## src/rtl/core/ffba_pkg.sv

```systemverilog
// Package for the first-fit block table allocator.
// Holds the status codes, field widths and the request token that moves down the cell chain.
// No dependencies.
`default_nettype none

package ffba_pkg;

  localparam int unsigned FieldW        = 12;
  localparam int unsigned DefHeapBytes  = 4096;
  localparam int unsigned DefTableDepth = 64;

  typedef enum logic [1:0] {
    ST_OK         = 2'd0,
    ST_HEAP_FULL  = 2'd1,
    ST_TABLE_FULL = 2'd2,
    ST_NOT_FOUND  = 2'd3
  } status_e;

  typedef enum logic {
    REQ_ALLOC = 1'b0,
    REQ_FREE  = 1'b1
  } req_e;

  typedef struct packed {
    logic              valid;
    req_e              req;
    logic [FieldW-1:0] size;
    logic [FieldW-1:0] addr;
    logic              done;
    logic              append;
    status_e           status;
    logic [FieldW-1:0] res;
  } tok_t;

endpackage

`default_nettype wire

```

## src/rtl/core/ffba_cell.sv

```systemverilog
// One table entry of the allocator chain: start, size and free mark of a block.
// Checks the passing request token and forwards it to the next cell. Depends on ffba_pkg.
`default_nettype none

module ffba_cell import ffba_pkg::*; #(
  parameter int unsigned IDX = 0,
  parameter int unsigned CW  = 7,
  parameter int unsigned SW  = 12
) (
  input  wire logic          clk_i,
  input  wire logic          rst_ni,
  input  wire logic          adv_i,
  input  wire logic [CW-1:0] count_i,
  input  wire logic [SW-1:0] end_i,
  input  wire tok_t          tok_i,
  output tok_t               tok_o
);

  localparam logic [CW-1:0] IdxC = CW'(IDX);

  logic [SW-1:0]     start_q, start_d;
  logic [FieldW-1:0] size_q, size_d;
  logic              free_q, free_d;
  tok_t              tok_q, tok_d;
  logic              live, at_end;

  assign live   = IdxC < count_i;
  assign at_end = IdxC == count_i;

  always_comb begin
    start_d = start_q;
    size_d  = size_q;
    free_d  = free_q;
    tok_d   = tok_i;
    if (tok_i.valid && !tok_i.done) begin
      unique case (tok_i.req)
        REQ_ALLOC: begin
          if (live && free_q && (size_q >= tok_i.size)) begin
            free_d       = 1'b0;
            tok_d.done   = 1'b1;
            tok_d.status = ST_OK;
            tok_d.res    = start_q[FieldW-1:0];
          end else if (at_end) begin
            start_d      = end_i;
            size_d       = tok_i.size;
            free_d       = 1'b0;
            tok_d.done   = 1'b1;
            tok_d.append = 1'b1;
            tok_d.status = ST_OK;
            tok_d.res    = end_i[FieldW-1:0];
          end
        end
        REQ_FREE: begin
          if (live && (start_q == SW'(tok_i.addr))) begin
            free_d       = 1'b1;
            tok_d.done   = 1'b1;
            tok_d.status = ST_OK;
            tok_d.res    = '0;
          end
        end
        default: ;
      endcase
    end
  end

  always_ff @(posedge clk_i) begin
    if (adv_i) begin
      start_q <= start_d;
      size_q  <= size_d;
      free_q  <= free_d;
    end
  end

  always_ff @(posedge clk_i or negedge rst_ni) begin
    if (!rst_ni) begin
      tok_q <= '0;
    end else if (adv_i) begin
      tok_q <= tok_d;
    end
  end

  assign tok_o = tok_q;

endmodule

`default_nettype wire

```

## config.mk

```make
export PLATFORM = sky130hd
export DESIGN_NAME = ffba_cell
export DESIGN_NICKNAME = d
export VERILOG_FILES = /design/src/rtl/core/ffba_pkg.sv /design/src/rtl/core/ffba_cell.sv
export SDC_FILE = /design/constraint.sdc
export NUM_CORES = 1
export LEC_CHECK = 0
export BUFFER_PORTS_ARGS = -buffer_cell sky130_fd_sc_hd__clkbuf_2
export CAP_MARGIN = 20
export CELL_PAD_IN_SITES_DETAIL_PLACEMENT = 2
export CELL_PAD_IN_SITES_GLOBAL_PLACEMENT = 2
export CORE_UTILIZATION = 35
export CTS_CLUSTER_SIZE = 24
export DETAILED_ROUTE_END_ITERATION = 10
export GPL_TIMING_DRIVEN = 0
export PLACE_DENSITY = 0.95
export SYNTH_ARGS = -nofsm -noshare
export SYNTH_HDL_FRONTEND = slang
export SYNTH_SLANG_ARGS = --single-unit
```

## constraint.sdc

```tcl
create_clock -name clk_i -period 3.43 [get_ports clk_i]
set_clock_uncertainty 0.2 [all_clocks]
set_input_delay 0.686 -clock clk_i [delete_from_list [all_inputs] [get_ports clk_i]]
set_output_delay 0.686 -clock clk_i [all_outputs]
set_load 0.005 [all_outputs]
```

==> results of run 1 <==
==> power groups by stage <==
stage / Clock [W] / Combinational [W] / Sequential (W)
final: 0.000572 / 0.000264 / 0.000914
after global routing: 0.000621 / 0.000288 / 0.000920
after CTS: 0.000584 / 0.000267 / 0.000915
after detailed placement: 0 / 0.000264 / 0.000930
after global placement: 0 / 0.000242 / 0.000926
after floorplan: 0 / 0.000109 / 0.000929
==> per-stage QoR <==
step           setup TNS, ns  power (W)  hold slack (ns)  cell area, sq um  std cells
4_1_cts                    0    0.00177            0.114              3990        463
5_1_grt                    0    0.00183            0.130              4000        464
2_1_floorplan              0    0.00104            0.190              3150        233
3_3_place_gp           -8.62    0.00117            0.277              3800        445
3_5_place_dp           -1.51    0.00119            0.291              3840        447
6_report                   0    0.00175            0.107              4000        464
==> kinds of logic (layout without fill, tap and decap cells) <==
kind of cell	after synthesis	count (layout)	synth area share, %
compound gates	50	50	13.1
xor+xnor	12	12	3.34
fa+ha+maj	12	12	4.77
buf+inv	26	148	3.93
flops	67	67	57.2
mux	28	28	9.94
other cells	0	1	0
simple gates	38	38	7.67
==> cell usage after synthesis (all sizes together), types with 2 or more instances <==
cell and number:
a21oi 18, nor3b 13, clkbuf 6, o2bb2ai 12, buf 6, nand4 4, o21ai 2, xnor2 12
mux2 26, mux2i 2, nor4 2, dfrtp 42, inv 14, and3 2, edfxtp 25, nor3 2
ha 12, nor2 10, a221o 12, nand3 2
==> state kept, by name, indices dropped and copies added, names as in the netlist <==
register and cells:
free_q 1, size_q 12, start_q 12, tok_o 42
==> area by class of cell <==
type                    instances  share of cell area, %
flip-flops and latches         67                   45.1
multi-input cells             140                   30.6
repair buffers                106                   13.9
clock buffers                  13                   3.48
well taps                     108                   3.38
plain buffers                  12                   1.79
inverters                      14                   1.32
clock inverters                 3                  0.376
diodes                          1                 0.0626
==> layout by cell type, fill, tap and decap left out, types with 2 or more instances in the layout <==
master and count:
edfxtp_1 25, clkbuf_1 10, inv_1 14, o2bb2ai_1 12
a21oi_1 18, nand4_1 4, o21ai_0 2, xnor2_1 12
buf_6 3, clkbuf_2 104, clkbuf_8 9, clkinv_2 3
mux2i_1 2, ha_1 12, nor3_1 2, a221o_1 2
buf_2 3, nor2_1 10, a221o_2 10, dfrtp_1 42
nor3b_1 13, nand3_1 2, and3_1 2, mux2_2 26
==> worst max path at each step <==
| stage | end | slack, ns |
|---|---|---|
| 2_1_floorplan | size_q[0]$_DFFE_PP_ | 0.32 |
| 3_3_place_gp | start_q[11]$_DFFE_PP_ | -0.36 |
| 3_5_place_dp | size_q[6]$_DFFE_PP_ | -0.11 |
| 4_1_cts | start_q[4]$_DFFE_PP_ | 0.27 |
| 5_1_grt | start_q[4]$_DFFE_PP_ | 0.17 |
| 6_report | size_q[2]$_DFFE_PP_ | 0.27 |
==> layer usage <==
| metal | wire (microns) | vias to the layer above |
|---|---|---|
| li1 | - | 1116 |
| met1 | 4220 | 1290 |
| met2 | 5540 | 85 |
| met3 | 418 | 22 |
| met4 | 277 | 0 |
| met5 | 0 | - |
==> results_dict.tcl, run 1 <==
set metrics [dict create \
    path_cells "clkbuf_2 -> or4_4 -> nor4_4 -> buf_6 -> buf_2 -> and3_1 -> buf_8" \
    grt_usage_pct 23.0 \
    synth_cells 233 \
    p_sw_w 0.000472 \
    drtAntennaViolNets 0 \
    p_per_area_nw_per_um2 438 \
    cp_top_family "simple AND/OR/NAND/NOR gates" \
    use_met3_pct 5.42 \
    core_sq_um 8720 \
    min_period_over_period_pct 92.0 \
    status "finished clean" \
    max-cap-violations 0 \
    wl_microns 10500 \
    syn_area_sq_um 3150 \
    rsz0062_at_grt "false" \
    timing.final.ws_setup_ns 0.273 \
    gp_congestion 0.761 \
    port_buffers 104 \
    drive_gt1_share_pct 46.5 \
    seq_area_sq_um 1800 \
    layout_min_cycle_time_ns 3.16 \
    cts_setup_buffers 0 \
    dieArea_sq_um 9380 \
    path_depth 7 \
    grt_busiest_layer "met2" \
    cts_tree "yes" \
    pwr-share-seq_pct 52.2 \
    required_ns 3.28 \
    critPathMaxFanout 14 \
    route.detailed.drc 0 \
    multiInputGateArea_sq_um 1220 \
    pre_cts_ws_ns -0.108 \
    die_w_microns 96.8 \
    ys_seq_area_share_pct 57.2 \
    finish.utilization_pct 45.8 \
    end_kind "register" \
    grt_max_degree 25 \
    ctsResizeCount 0 \
    synthFlopType "dfrtp_1" \
    grt_antenna_before_repair 1 \
    timing.fmax_mhz 317 \
    cts.sinks 67 \
    syn_avg_cell_area_sq_um 13.5 \
    synth.distinct_cells 32 \
    grt_pass1_vias 2954 \
    slew_headroom_pct 52.7 \
    cts_hold_buf 0 \
    internal-power_w 0.00128 \
    combPwrFrac_pct 15.1 \
    critPathLaunch "count_i[5]" \
    worstMarginPinSlew_ns 0.710 \
    ios 106 \
    leakagePower_nw 1.79 \
    worst-path-buf-inv 4 \
    crit_path_top_delay_cell "and3_1" \
    synthArstFlopShare_pct 62.7 \
    fillers 884 \
    setup.worst_path.start_class "primary input" \
    hold_viol 0 \
    rr_worst_depth 8 \
    worstSkewPairLatency_ns 0.35 \
    r2r_end "tok_o[8]$_DFFE_PN0P_" \
    routed_via_density 5.42 \
    drt_iter0_drc 83 \
    reg2reg_from "size_q[11]$_DFFE_PP_" \
    start_util_pct 36.1 \
    ir_worst_vdd_mv 0.239 \
    grt_pass1_wl_microns 16300 \
    yosys.area.top_type_share_pct 33.4 \
    rrSetupSlack_ns 0.66 \
    yosysTopAreaCell "dfrtp_1" \
    vias 2513 \
    slew_viol_final 0 \
    dp_hpwl_microns 7770 \
    grt_use_met2_pct 39.8 \
    synth_edf_count 25 \
    setup_viol 0 \
    root_buffer "clkbuf_8" \
    htree_levels 3 \
    grt_use_met1_pct 26.8 \
    die_h_microns 96.8 \
    grt_overflow 0 \
    wl_per_cell_microns 22.5 \
    nets 426 \
    clk_pin_slew_ns 0.08 \
    hold_path.class "in2async" \
    max_stage_delay_ns 0.61 \
    syn-num-nets 309 \
    synthTopCellsByArea "dfrtp_1 (33%), edfxtp_1 (24%), mux2_2 (9.3%)" \
    worstSetupPathType "in2reg" \
    cts_inserted_buffers 9 \
    swShare_pct 27.0 \
    row_count 34 \
    yosys_warnings 0 \
    syn2layout_area_growth_pct 26.9 \
    clock_power_share_pct 32.7 \
    clockBufferDepth 2 \
    synth-seq-cells 67 \
    crit_arrival_ns 3.01 \
    drt_first_pass_iters 6 \
]
Power figures use the tool's default switching activity.
==> inputs of run 2 (changes only) <==
--- a/config.mk
+++ b/config.mk
@@ -9,7 +9,9 @@
 export CAP_MARGIN = 20
 export CELL_PAD_IN_SITES_DETAIL_PLACEMENT = 2
 export CELL_PAD_IN_SITES_GLOBAL_PLACEMENT = 2
+export CORE_MARGIN = 2
 export CORE_UTILIZATION = 35
+export CTS_BUF_LIST = sky130_fd_sc_hd__clkbuf_16
 export CTS_CLUSTER_SIZE = 24
 export DETAILED_ROUTE_END_ITERATION = 10
 export GPL_TIMING_DRIVEN = 0
==> results_dict.tcl, run 2 (same netlist as run 1, synthesis figures left out) <==
set metrics [dict create \
    htree_levels 3 \
    r2r_end "tok_o[2]$_DFFE_PN0P_" \
    final_area_sq_um 4090 \
    drive_gt1_share_pct 46.5 \
    wl_per_cell_microns 22.0 \
    start_util_pct 36.1 \
    root_buffer "clkbuf_16" \
    final_common_cell "clkbuf_2" \
    ir_worst_vdd_mv 0.280 \
    leakagePower_nw 1.85 \
    max-cap-violations 0 \
    syn2layout_area_growth_pct 30.0 \
    dp_hpwl_microns 7750 \
    worstMarginPinSlew_ns 0.697 \
    layout_min_cycle_time_ns 3.22 \
    end_kind "register" \
    die_w_microns 98.8 \
    nets 426 \
    crit_arrival_ns 3.05 \
    place_area_sq_um 3840 \
    routed_via_density 5.44 \
    rsz0062_at_grt "false" \
    grt_pass1_wl_microns 16300 \
    die_h_microns 98.8 \
    grt_antenna_before_repair 0 \
    fin_setup_tns_ns 0 \
    hold_path.class "in2async" \
    cts_setup_buffers 0 \
    cts_tree "yes" \
    grt_max_degree 25 \
    drt_iter0_drc 85 \
    cts_inserted_buffers 9 \
    worstSetupPathType "in2reg" \
    layout.cells.non_filler 463 \
    route.detailed.drc 0 \
    core_sq_um 8720 \
    cts_hold_buf 0 \
    critPathMaxFanout 14 \
    wl_microns 10200 \
    min_period_over_period_pct 93.8 \
    grt_usage_pct 21.9 \
    p_per_area_nw_per_um2 485 \
    ios 106 \
    rr_worst_depth 7 \
    clk_pin_slew_ns 0.06 \
    setup_viol 0 \
    grt_pass1_vias 2894 \
    rrSetupSlack_ns 0.69 \
    worstSkewPairLatency_ns 0.33 \
    final_cell_mix "clkbuf_2 (104), dfrtp_1 (42), mux2_2 (26)" \
    largest_reg_flops 42 \
    reg2reg_from "start_q[2]$_DFFE_PP_" \
    grt_overflow 0 \
    required_ns 3.26 \
    hold_viol 0 \
    drt_first_pass_iters 4 \
    status "finished clean" \
    diodes 0 \
    fillers 913 \
    row_count 34 \
    gp_congestion 0.720 \
    setup.worst_path.start_class "primary input" \
    vias 2519 \
    dieArea_sq_um 9770 \
    timing.fmax_mhz 311 \
    slew_viol_final 0 \
    slew_headroom_pct 53.5 \
    port_buffers 104 \
    clockBufferDepth 2 \
    ctsResizeCount 0 \
    post-place-cells 447 \
    drtAntennaViolNets 0 \
    cts.sinks 67 \
]
run 2: worst max path at each step:
stage | startpoint | cells after the start | endpoint | slack [ns]
2_1_floorplan | count_i[5] | 5 | size_q[0]$_DFFE_PP_ | 0.32
5_1_grt | count_i[5] | 7 | size_q[1]$_DFFE_PP_ | 0.09
3_3_place_gp | count_i[5] | 6 | start_q[11]$_DFFE_PP_ | -0.36
3_5_place_dp | count_i[5] | 7 | size_q[7]$_DFFE_PP_ | -0.13
4_1_cts | count_i[5] | 7 | size_q[0]$_DFFE_PP_ | 0.17
6_report | count_i[5] | 7 | size_q[0]$_DFFE_PP_ | 0.21
run 2: final cells by class:
class                      count  area [sq um]  share of cell area (%)
sequential                    67          1800                    44.0
multi-input combinational    140          1220                    29.9
timing repair buffer         106           556                    13.6
clock buffer                   9           225                    5.50
tap                          108           135                    3.30
buffer                        12          71.3                    1.74
inverter                      14          52.6                    1.28
clock inverter                 7          30.0                   0.733
run 2: worst max-delay path, stage by stage:
cell	delay, ns
clkbuf_2	0.08
or4_4	0.54
nor4_4	0.38
buf_6	0.22
buf_2	0.25
and3_1	0.63
buf_8	0.25
run 2: report_power, final:
part | internal, W | total, W | leakage [nW] | switching (W)
logic | 0.000135 | 0.000261 | 0.988 | 0.000126
registers | 0.000884 | 0.000916 | 0.722 | 0.0000323
clock network | 0.000474 | 0.000808 | 0.136 | 0.000333
total | 0.00149 | 0.00199 | 1.85 | 0.000492
run 2: per-layer routing:
| metal | share of wire, % | global-route usage (%) | vias to the layer above |
|---|---|---|---|
| li1 | - | - | 1115 |
| met4 | 2.2 | 8.22 | 0 |
| met3 | 4.7 | 3.62 | 16 |
| met2 | 52 | 38.4 | 89 |
| met5 | 0 | 0 | - |
| met1 | 41 | 27.2 | 1299 |
run 2: metrics by stage:
step | hold slack (ns) | power (W) | utilization (%) | worst slack, ns
after floorplan | 0.190 | 0.00104 | - | 0.321
after global placement | 0.278 | 0.00117 | 43.6 | -0.363
after detailed placement | 0.293 | 0.00119 | 44.0 | -0.129
after CTS | 0.151 | 0.00200 | 46.9 | 0.170
after global routing | 0.173 | 0.00207 | 46.9 | 0.0859
final | 0.145 | 0.00199 | 46.9 | 0.213
